===== src/rtl/tlev_pkg.sv =====
// ----------------------------------------------------------------------------
// tlev_pkg
// Shared types, constants and helpers for the trie edit-distance row engine.
// ----------------------------------------------------------------------------
package tlev_pkg;

  // default sizes
  localparam int QUERY_MAX_DEF = 16;
  localparam int DEPTH_MAX_DEF = 32;

  // cell arithmetic
  localparam int          CELL_W   = 6;
  localparam logic [5:0]  CELL_MAX = 6'd63;

  // configuration register indexes
  localparam int CFG_IDX_W = 2;
  localparam logic [1:0] CFG_QUERY_LENGTH     = 2'd0;
  localparam logic [1:0] CFG_QUERY_CHARS_LOW  = 2'd1;
  localparam logic [1:0] CFG_QUERY_CHARS_HIGH = 2'd2;
  localparam logic [1:0] CFG_MAX_DISTANCE     = 2'd3;

  // link handed from one cell to the next
  typedef struct packed {
    logic              tok;
    logic [CELL_W-1:0] cur;
    logic [CELL_W-1:0] mn;
    logic [CELL_W-1:0] par;
  } tlev_link_t;

  // increment with saturation at the cell maximum
  function automatic logic [CELL_W-1:0] sat_inc(input logic [CELL_W-1:0] v);
    return (v == CELL_MAX) ? v : v + 6'd1;
  endfunction

endpackage


===== src/rtl/tlev_cell.sv =====
// ----------------------------------------------------------------------------
// tlev_cell
// One column of the edit-distance row: holds the parent cell, computes the new
// cell when the token arrives and passes value, running minimum and token on.
// ----------------------------------------------------------------------------
module tlev_cell (
  input  logic                          clk,
  input  logic                          rst_n,
  input  logic                          load,
  input  logic [tlev_pkg::CELL_W-1:0]   load_val,
  input  logic                          eq,
  input  tlev_pkg::tlev_link_t          link_in,
  output tlev_pkg::tlev_link_t          link_out
);

  logic                        tok_r;
  logic [tlev_pkg::CELL_W-1:0] par_r;
  logic [tlev_pkg::CELL_W-1:0] cur_r;
  logic [tlev_pkg::CELL_W-1:0] min_r;

  logic [tlev_pkg::CELL_W-1:0] ins_c;
  logic [tlev_pkg::CELL_W-1:0] del_c;
  logic [tlev_pkg::CELL_W-1:0] rep_c;
  logic [tlev_pkg::CELL_W-1:0] v_c;
  logic [tlev_pkg::CELL_W-1:0] mn_c;

  // insert / delete / replace candidates and their minimum
  always_comb begin
    ins_c = tlev_pkg::sat_inc(link_in.cur);
    del_c = tlev_pkg::sat_inc(par_r);
    rep_c = eq ? link_in.par : tlev_pkg::sat_inc(link_in.par);
    v_c   = (ins_c < del_c) ? ins_c : del_c;
    if (rep_c < v_c) begin
      v_c = rep_c;
    end
    mn_c  = (v_c < link_in.mn) ? v_c : link_in.mn;
  end

  // token moves one cell per cycle; a load clears any stale token
  always_ff @(posedge clk) begin
    if (!rst_n) begin
      tok_r <= 1'b0;
    end else begin
      tok_r <= link_in.tok & ~load;
    end
  end

  // parent cell and computed values
  always_ff @(posedge clk) begin
    if (load) begin
      par_r <= load_val;
    end
    if (link_in.tok) begin
      cur_r <= v_c;
      min_r <= mn_c;
    end
  end

  assign link_out = '{tok: tok_r, cur: cur_r, mn: min_r, par: par_r};

endmodule

===== config.mk =====
export PLATFORM = sky130hd
export DESIGN_NAME = tlev_cell
export DESIGN_NICKNAME = d
export VERILOG_FILES = /design/src/rtl/tlev_pkg.sv /design/src/rtl/tlev_cell.sv
export SDC_FILE = /design/constraint.sdc
export NUM_CORES = 1
export LEC_CHECK = 0
export BUFFER_PORTS_ARGS = -buffer_cell sky130_fd_sc_hd__buf_2
export CAP_MARGIN = 20
export CORE_ASPECT_RATIO = 1.4
export CORE_MARGIN = 5
export CORE_UTILIZATION = 57
export CTS_CLUSTER_DIAMETER = 40
export CTS_CLUSTER_SIZE = 40
export DETAILED_ROUTE_END_ITERATION = 8
export PLACE_DENSITY = 0.86
export SLEW_MARGIN = 20
export SYNTH_ARGS = -nofsm -noshare
export SYNTH_HDL_FRONTEND = slang
export SYNTH_SLANG_ARGS = --single-unit

===== constraint.sdc =====
create_clock -name clk -period 19.3 [get_ports clk]
set_input_delay 1.93 -clock clk [delete_from_list [all_inputs] [get_ports clk]]
set_output_delay 1.93 -clock clk [all_outputs]
set_load 0.005 [all_outputs]

==> summary.txt, run 1 <==
outcome -> finished clean
Arr. time, crit path -> 7970 ps
Ys Warns -> 0
R2R depth -> 26
Layout fillers -> 232
hold buffer count at CTS -> 0
num ports -> 48
Max Clock Freq -> 0.1254 GHz
Num CTS Buffers -> 3
final routed DRC violation total -> 0
total power -> 0.1487 mW
Final TNS setup -> 0 ps
Crit Path Category -> in2reg
GRT Max-Usage Layer -> met2
post_cts resized -> 0
pins over their slew limit -> 0
Final #Nets -> 259
worst skew pair latency -> 250 ps
CTS H-tree lvls -> 1
number of synthesized flops with an enable pin -> 18
largest fanout on the critical path -> 8
Synth Cell Area -> 1729 µm²
Period Utilization, post-route -> 0.4131
first-pass GRT wire length -> 6223 µm
antenna diode count -> 0
worst min-delay path class -> reg2reg
GRT Overall Usage -> 0.1830
CP required -> 19300 ps
die area -> 4251 µm²
PwrDens -> 72.94 nW/µm²
unrepaired setup endpoints after global routing -> false
worst slew pin tran -> 327.4 ps
Core Area -> 2907 µm²
share of layout cells above drive strength 1 -> 0.3333
port bufs -> 47
pin count of the biggest net entering global routing -> 14
maximum VDD drop -> 0.04248 mV
dpl ws -> 11080 ps
dpl cells -> 246
CP endpoint -> min_r[2]$_DFFE_PP_
vias per std cell -> 5.828
Cell variety after synth -> 53
drt initial violations -> 39
sequential share of the synthesized area -> 0.3242
clk slew on worst S/H paths -> 70 ps
Avg Cell Area, Syn -> 10.54 µm²
commonest cells in the netlist -> 18 x edfxtp_1, 18 x inv_1, 16 x ha_1
post-synthesis async set-or-reset flop share -> 0
leading area contributor after synthesis -> edfxtp_1
Final Hold Vio Count -> 0
final cell count without fillers -> 250
WL/cell -> 15.24 µm
grt total ovfl -> 0
clock sink total -> 19
routability cong. -> 0.8909
Initial Util -> 0.5949
post-synth top area share -> 0.3126
Leakage -> 0.9555 nW
area grow syn2layout -> 17.87%
Die Y -> 75.17 µm
GR Util met3 -> 0.02573
Worst Setup Start Kind -> input pin
Slew headroom -> 0.7755
Final Skew -> 1.269 ps
endpoints failing setup -> 0
minimum clock period -> 7973 ps
Setup Buffers After CTS -> 0
vias -> 1457
top post-synthesis cells by area -> edfxtp_1 31%, ha_1 12%, mux2i_1 6.4%
router iterations before antenna repair -> 4
number of global-route vias before repair -> 1481
crit path from -> link_in[12]
grt met1 use -> 0.1743
final core utilization -> 0.7012
clk root buf -> clkbuf_8
met2 usage -> 0.4010
Die W -> 56.55 µm
Routed WL -> 3811 µm
Mapped Nets -> 209
row count -> 23
dpl hpwl -> 3258 µm
flops & latches, synth -> 19
CTS tree -> yes
Reg2Reg Capture Point -> min_r[2]$_DFFE_PP_
Synth Instances -> 164
initial antenna violation count -> 0
Worst Setup End Kind -> flip-flop
R2R Setup Slk -> 12570 ps
Post-DRT Antenna Nets -> 0
final worst setup slack -> 11330 ps
worst reg2reg startpoint -> par_r[0]$_DFFE_PP_
clk buf depth -> 2
max_cap viols -> 0
top_reg_cell synth -> edfxtp_1
-- power by group --
part	switching, mW	internal [mW]
sequential	0.00262	0.0536
clock	0.0128	0.0143
combinational	0.0328	0.0325
-- critical path, cell delays in order --
cell	delay, ps
buf_2	130
ha_1	300
nand3_1	200
mux2i_1	260
inv_1	80
ha_1	320
nand3_1	150
or4_1	530
o211a_1	160
a21oi_2	180
maj3_4	240
mux2i_1	270
ha_1	290
a21o_1	180
a21o_1	160
a21oi_1	210
and3_1	210
a31oi_1	80
a21bo_1	330
mux2i_1	320
ha_1	300
a21o_1	160
a21o_1	160
a21oi_1	160
nand3b_1	110
o21a_4	250
mux2_1	310
-- cells in the final DEF, fill, tap and decap left out, types with 3 or more instances in the layout --
cell type	count
clkbuf_8	3
o21ai_0	5
inv_1	18
a21oi_1	4
edfxtp_1	18
xnor2_1	3
o21a_1	4
nand4_1	5
nand3_1	7
a21o_1	5
xor2_1	3
nor2_1	7
mux2_4	3
a31oi_1	3
buf_2	47
mux2i_1	11
mux2_1	5
nand2_1	7
ha_1	16
-- state kept, by name (all words and copies together), names as in the netlist --
signal	flops
min_r	6
cur_r	6
par_r	6
tok_r	1
-- cells by family (layout without fill, tap and decap cells) --
logic type	after synthesis	in the layout	synth area share
xor+xnor	6	6	0.03040
buf+inv	20	69	0.04993
flops	19	19	0.3242
mux	20	20	0.1353
compound gates	36	36	0.1744
fa+ha+maj	19	19	0.1368
simple gates	44	44	0.1491
-- area by class of cell --
cell class | count | area (µm²) | share of cell area
multi-input cells | 125 | 1082 | 0.5310
flip-flops and latches | 19 | 560.5 | 0.2750
repair buffers | 47 | 235.2 | 0.1154
inverters | 18 | 67.56 | 0.03315
well taps | 37 | 46.29 | 0.02271
clock buffers | 3 | 41.29 | 0.02026
clock inverters | 1 | 5.005 | 0.002455
-- metrics by stage --
step / cell area, µm² / hold WS, ps
detailed placement: 1992 / 1061
finish: 2038 / 1091
global placement: 1992 / 1033
floorplan: 1729 / 955.3
global route: 2038 / 1173
CTS: 2038 / 1081
-- per-layer routing --
layer  vias to the layer above  share of wire
li1                        721              -
met1                       697           0.36
met2                        35           0.59
met3                         4          0.041
met4                         0         0.0071
met5                         -              0
-- how the worst min path moves through the flow --
stage | start | end | slack [ps] | depth (start not counted)
2_1_floorplan | par_r[4]$_DFFE_PP_ | cur_r[4]$_DFFE_PP_ | 960 | 4
3_3_place_gp | par_r[5]$_DFFE_PP_ | cur_r[5]$_DFFE_PP_ | 1030 | 4
3_5_place_dp | par_r[5]$_DFFE_PP_ | cur_r[5]$_DFFE_PP_ | 1060 | 4
4_1_cts | par_r[5]$_DFFE_PP_ | cur_r[5]$_DFFE_PP_ | 1080 | 4
5_1_grt | par_r[5]$_DFFE_PP_ | cur_r[5]$_DFFE_PP_ | 1170 | 4
6_report | par_r[5]$_DFFE_PP_ | cur_r[5]$_DFFE_PP_ | 1090 | 4
Note: power is estimated with default switching activity, not from simulation.
==> run 2, diff against run 1 <==
Settings changed: CORE_UTILIZATION 57 to 47, PLACE_DENSITY 0.86 to 0.76.
Clock period 19.3 ns to 7 ns, I/O delays scaled along.
==> run 2 against run 1 <==
Die area rose by 18%. Flip-flop and latch count did not move. Sequential power rose to 2.7 times the previous value. Sequential share of layout area fell by 0.46 points. Wire length fell by 8.7%. Critical endpoint is now min_r[4]$_DFFE_PP_. Non-clock buffer count rose by 2. Clock-buffer cell count did not move. Global-route usage fell by 3.3 points. Setup slack got worse by 11000 ps. Via count fell by 3.8%. Design area rose by 1.7%.
==> summary.txt, run 2 (same netlist as run 1, synthesis figures left out) <==
maximum VDD drop -> 0.1336 mV (+210%)
first-pass GRT wire length -> 5775 µm (-7.2%)
GRT Overall Usage -> 0.1502 (-0.03288)
vias per std cell -> 5.451 (-6.5%)
endpoints failing setup -> 0 (unchanged)
Final #Nets -> 261 (+0.77%)
Worst Hold Depth -> 1 (-3)
PwrDens -> 200.4 nW/µm² (+170%)
initial antenna violation count -> 0 (unchanged)
routability cong. -> 0.8293 (-6.9%)
clk slew on worst S/H paths -> 70 ps (about the same)
dpl cells -> 253 (+2.8%)
commonest non-fill, non-tap cell in the layout -> buf_2
hold buffer count at CTS -> 0 (unchanged)
unrepaired setup endpoints after global routing -> false
Arr. time, crit path -> 6510 ps (-1460 ps)
clk buf depth -> 2 (unchanged)
worst skew pair latency -> 250 ps (about the same)
area grow syn2layout -> 19.90%
worst min-delay path class -> in2reg
most frequent cells in the layout -> 47 x buf_2, 18 x inv_1, 18 x edfxtp_1, 15 x ha_1, 8 x mux2i_1
num ports -> 48 (unchanged)
router iterations before antenna repair -> 4 (unchanged)
port bufs -> 47 (unchanged)
Period Utilization, post-route -> 0.9313
final routed DRC violation total -> 0 (unchanged)
Max Clock Freq -> 0.1534 GHz
Worst Setup Start Kind -> input pin
minimum clock period -> 6519 ps
most used cell, CP -> a21o_1
Seq. cell area -> 560.5 µm² (unchanged)
max_cap viols -> 0 (unchanged)
Final TNS setup -> 0 ps (unchanged)
dpl hpwl -> 2999 µm (-7.9%)
slowest stage delay, CP -> 510 ps (-20 ps)
pin count of the biggest net entering global routing -> 14 (unchanged)
clk root buf -> clkbuf_8
multi-input logic area -> 1096 µm² (+1.3%)
grt total ovfl -> 0 (unchanged)
WL/cell -> 13.54 µm (-11%)
post_cts resized -> 0 (unchanged)
Setup Buffers After CTS -> 0 (unchanged)
Post-DRT Antenna Nets -> 0 (unchanged)
crit path max-delay cell type -> or4_1
final cell count without fillers -> 257 (+2.8%)
Final Skew -> 5.642 ps (+4.373 ps)
Worst path depth -> 27 (unchanged)
Slew headroom -> 0.7478 (-0.02763)
row count -> 26 (+13%)
clock sink total -> 19 (unchanged)
worst slew pin tran -> 367.7 ps (+40.29 ps)
Routed WL -> 3480 µm (-8.7%)
Core Area -> 3611 µm² (+24%)
Num CTS Buffers -> 3 (unchanged)
Crit Path Category -> in2reg
Crit path max-delay family -> compound AO/OA/AOI/OAI gates
Largest regs -> cur_r (6), min_r (6), par_r (6)
Die Y -> 81.77 µm (+8.8%)
number of global-route vias before repair -> 1330 (-10%)
drt initial violations -> 37 (-5.1%)
largest fanout on the critical path -> 8 (unchanged)
Worst Setup End Kind -> flip-flop
pins over their slew limit -> 0 (unchanged)
Layout fillers -> 346 (+49%)
outcome -> finished clean
Initial Util -> 0.4789 (-0.1161)
final core utilization -> 0.5742 (-0.1271)
CP bufs+invs -> 2 (unchanged)
CTS H-tree lvls -> 1 (unchanged)
Final Hold Vio Count -> 0 (unchanged)
Leakage -> 0.9581 nW (+0.27%)
R2R depth -> 26 (unchanged)
share of layout cells above drive strength 1 -> 0.3581 (+0.02481)
CTS tree -> yes
Die W -> 61.27 µm (+8.3%)
CP required -> 6990 ps (-12310 ps)
antenna diode count -> 0 (unchanged)
die area -> 5010 µm² (+18%)
vias -> 1401 (-3.8%)
-- run 2: path summary, 6_finish.rpt --
path | start | slack [ps] | to
max | link_in[12] | 480 | min_r[4]$_DFFE_PP_
min | load_val[0] | 620 | par_r[0]$_DFFE_PP_
max reg2reg | par_r[1]$_DFFE_PP_ | 490 | min_r[4]$_DFFE_PP_
min reg2reg | par_r[5]$_DFFE_PP_ | 1060 | cur_r[0]$_DFFE_PP_
-- run 2: metal layers --
| metal | vias to the layer above | part of all wire | global-route usage |
|---|---|---|---|
| met4 | 0 | 0.018 | 0.05857 |
| met3 | 6 | 0.059 | 0.02516 |
| met2 | 36 | 0.54 | 0.2669 |
| met5 | - | 0 | 0 |
| li1 | 719 | - | - |
| met1 | 640 | 0.38 | 0.1737 |
-- run 2: power by group --
group / switching, mW / internal, mW / leakage, nW / total [mW]
Clock: 0.0344 / 0.0395 / 0.0255 / 0.0739
Sequential: 0.00612 / 0.148 / 0.184 / 0.154
Combinational: 0.0932 / 0.0945 / 0.748 / 0.188
Total: 0.134 / 0.282 / 0.958 / 0.416
-- run 2: layout make-up --
| class | count | share of cell area |
|---|---|---|
| Inverter | 18 | 0.03259 |
| Clock inverter | 1 | 0.002414 |
| Timing Repair Buffer | 49 | 0.1207 |
| Tap cell | 42 | 0.02535 |
| Clock buffer | 3 | 0.01992 |
| Sequential cell | 19 | 0.2704 |
| Multi-Input combinational cell | 125 | 0.5287 |
-- run 2: metrics by stage --
stage                     power (mW)  setup WS (ps)  area (µm²)  hold slack [ps]
after global routing          0.4479          3.629        2073            604.6
after global placement        0.3340          282.0        2013            876.3
after floorplan               0.2862          821.1        1729            798.9
after CTS                     0.4173          320.5        2059            607.3
final                         0.4155          481.1        2073            617.9
after detailed placement      0.3412          83.25        2013            878.5
==> run 3, diff against run 2 <==
Settings changed: CORE_ASPECT_RATIO 1.4 to 2, GPL_TIMING_DRIVEN set to 1.
==> run 3 against run 2 <==
Combinational power about the same. Highest routed layer unchanged. Power is 0.62% lower. Largest power group unchanged. Critical path depth is the same. Register-to-register slack improved by 20 ps. Via count up 1.5%.
==> summary.txt, run 3 (same netlist as run 1, synthesis figures left out) <==
Crit Path Category -> reg2reg
crit path max-delay cell type -> or4_1
Arr. time, crit path -> 6490 ps (-20 ps)
pins over their slew limit -> 0 (unchanged)
worst reg2reg startpoint -> par_r[1]$_DFFE_PP_
Period Utilization, post-route -> 0.9268 (-0.004434)
max_cap viols -> 0 (unchanged)
clk buf depth -> 2 (unchanged)
Routed WL -> 3667 µm (+5.4%)
CTS tree -> yes
R2R Setup Slk -> 510 ps (+20 ps)
largest fanout on the critical path -> 6 (-2)
Leakage -> 0.9682 nW (+1.1%)
initial antenna violation count -> 0 (unchanged)
CP bufs+invs -> 1 (-1)
Final Skew -> 6.140 ps (+0.4980 ps)
clk slew on worst S/H paths -> 70 ps (about the same)
Worst Setup End Kind -> flip-flop
share of layout cells above drive strength 1 -> 0.3472 (-0.01092)
slowest stage delay, CP -> 520 ps (about the same)
row count -> 31 (+19%)
first-pass GRT wire length -> 5885 µm (+1.9%)
multi-input logic area -> 1085 µm² (-1.0%)
Core Area -> 3607 µm² (-0.10%)
Num CTS Buffers -> 3 (unchanged)
Largest regs -> cur_r (6), min_r (6), par_r (6)
vias -> 1422 (+1.5%)
hold path startpoint -> load_val[5]
CTS H-tree lvls -> 1 (unchanged)
outcome -> finished clean
Final Hold Vio Count -> 0 (unchanged)
Post-DRT Antenna Nets -> 0 (unchanged)
Worst Hold Depth -> 1 (unchanged)
unrepaired setup endpoints after global routing -> false
Max Clock Freq -> 0.1541 GHz (+0.48%)
drt initial violations -> 18 (-51%)
worst skew pair latency -> 250 ps (about the same)
area grow syn2layout -> 20.19%
hold path endpoint -> par_r[5]$_DFFE_PP_
PwrDens -> 198.7 nW/µm² (-0.86%)
WL/cell -> 13.84 µm (+2.2%)
grt total ovfl -> 0 (unchanged)
Crit path max-delay family -> compound AO/OA/AOI/OAI gates
endpoints failing setup -> 0 (unchanged)
final routed DRC violation total -> 0 (unchanged)
final core utilization -> 0.5761 (+0.001985)
clock sink total -> 19 (unchanged)
routability cong. -> 0.8348 (+0.66%)
pin count of the biggest net entering global routing -> 14 (unchanged)
Die W -> 52.89 µm (-14%)
number of global-route vias before repair -> 1463 (+10%)
vias per std cell -> 5.366 (-1.6%)
Initial Util -> 0.4794 (+0.0004982)
Seq. cell area -> 560.5 µm² (unchanged)
die area -> 5066 µm² (+1.1%)
GRT Overall Usage -> 0.1517 (+0.001518)
num ports -> 48 (unchanged)
clk root buf -> clkbuf_8
R2R depth -> 27 (+3.8%)
Reg2Reg Capture Point -> min_r[4]$_DFFE_PP_
Layout fillers -> 326 (-5.8%)
maximum VDD drop -> 0.1805 mV (+35%)
Final TNS setup -> 0 ps (unchanged)
router iterations before antenna repair -> 4 (unchanged)
port bufs -> 47 (unchanged)
Final #Nets -> 262 (+0.38%)
dpl hpwl -> 3254 µm (+8.5%)
Worst Setup Start Kind -> flip-flop
antenna diode count -> 0 (unchanged)
most frequent cells in the layout -> 47 x buf_2, 18 x inv_1, 18 x edfxtp_1, 15 x ha_1, 11 x mux2i_1
commonest non-fill, non-tap cell in the layout -> buf_2
worst min-delay path class -> in2reg
CP required -> 7000 ps (about the same)
Die Y -> 95.78 µm (+17%)
Slew headroom -> 0.7764 (+0.02856)
hold buffer count at CTS -> 0 (unchanged)
worst slew pin tran -> 326.1 ps (-41.65 ps)
minimum clock period -> 6488 ps (-31.04 ps)
run 3: cell types whose count changed in the layout (fill, tap and decap cells not counted):
cell     previous run  this run
buf_4               2         3
mux2i_2             3         0
mux2i_1             8        11
run 3: cell type report:
| type | count | area share |
|---|---|---|
| repair buffers | 50 | 0.1240 |
| flip-flops and latches | 19 | 0.2697 |
| inverters | 18 | 0.03251 |
| clock buffers | 3 | 0.01987 |
| clock inverters | 1 | 0.002408 |
| well taps | 49 | 0.02950 |
| multi-input cells | 125 | 0.5220 |
run 3: worst max-delay path by stage:
stage | from | endpoint | slack (ps) | depth (start not counted)
5_1_grt | par_r[1]$_DFFE_PP_ | min_r[4]$_DFFE_PP_ | 50 | 27
6_report | par_r[1]$_DFFE_PP_ | min_r[4]$_DFFE_PP_ | 510 | 27
2_1_floorplan | link_in[12] | min_r[1]$_DFFE_PP_ | 820 | 27
3_5_place_dp | link_in[12] | min_r[4]$_DFFE_PP_ | 170 | 27
4_1_cts | link_in[12] | min_r[4]$_DFFE_PP_ | 440 | 27
3_3_place_gp | link_in[12] | min_r[1]$_DFFE_PP_ | 300 | 27
run 3: timing repair:
| item | 4_1_cts | 5_1_grt |
|---|---|---|
| endpoints found under the setup margin | 0 | 6 |
| buffers inserted | 0 | 1 |
| gates resized for setup | 0 | 1 |
run 3: per-stage QoR:
step                      instances  cell area, µm²  worst slack [ps]  hold WS (ps)  total power, mW
after floorplan                 164            1729             821.1         798.9           0.2862
after global placement          260            2022             295.4         876.7           0.3379
after detailed placement        260            2022             169.4         878.1           0.3442
after CTS                       264            2068             437.0         618.2           0.4166
after global routing            265            2078             47.83         607.6           0.4418
final                           265            2078             512.2         622.4           0.4129
run 3: layer usage:
metal	global-route usage	part of all wire	up-vias
li1	-	-	722
met4	0.05544	0.021	0
met3	0.02636	0.050	8
met1	0.1273	0.32	659
met2	0.3216	0.61	33
met5	0	0	-
run 3: where the power goes:
group	internal [mW]	total [mW]	leakage [nW]	switching [mW]
Clock	0.0394	0.0724	0.0255	0.0330
Sequential	0.148	0.154	0.184	0.00610
Combinational	0.0939	0.187	0.758	0.0927
run 3: worst register-to-register path, stage by stage, from the launching register on:
cell and delay (ps):
edfxtp_1 430, ha_1 260, nand2_1 140, o211ai_1 190, o21a_1 220, inv_1 60
ha_1 320, nand3_1 140, or4_1 520, o211a_1 150, a21oi_2 180, maj3_4 240
mux2i_1 260, ha_1 290, a21o_1 180, a21o_1 170, a21oi_1 210, and3_1 210
a31oi_1 80, a21bo_1 240, mux2i_1 290, ha_1 300, a21o_1 160, a21o_1 170
a21oi_1 170, nand3b_1 110, o21a_4 240, mux2_1 320
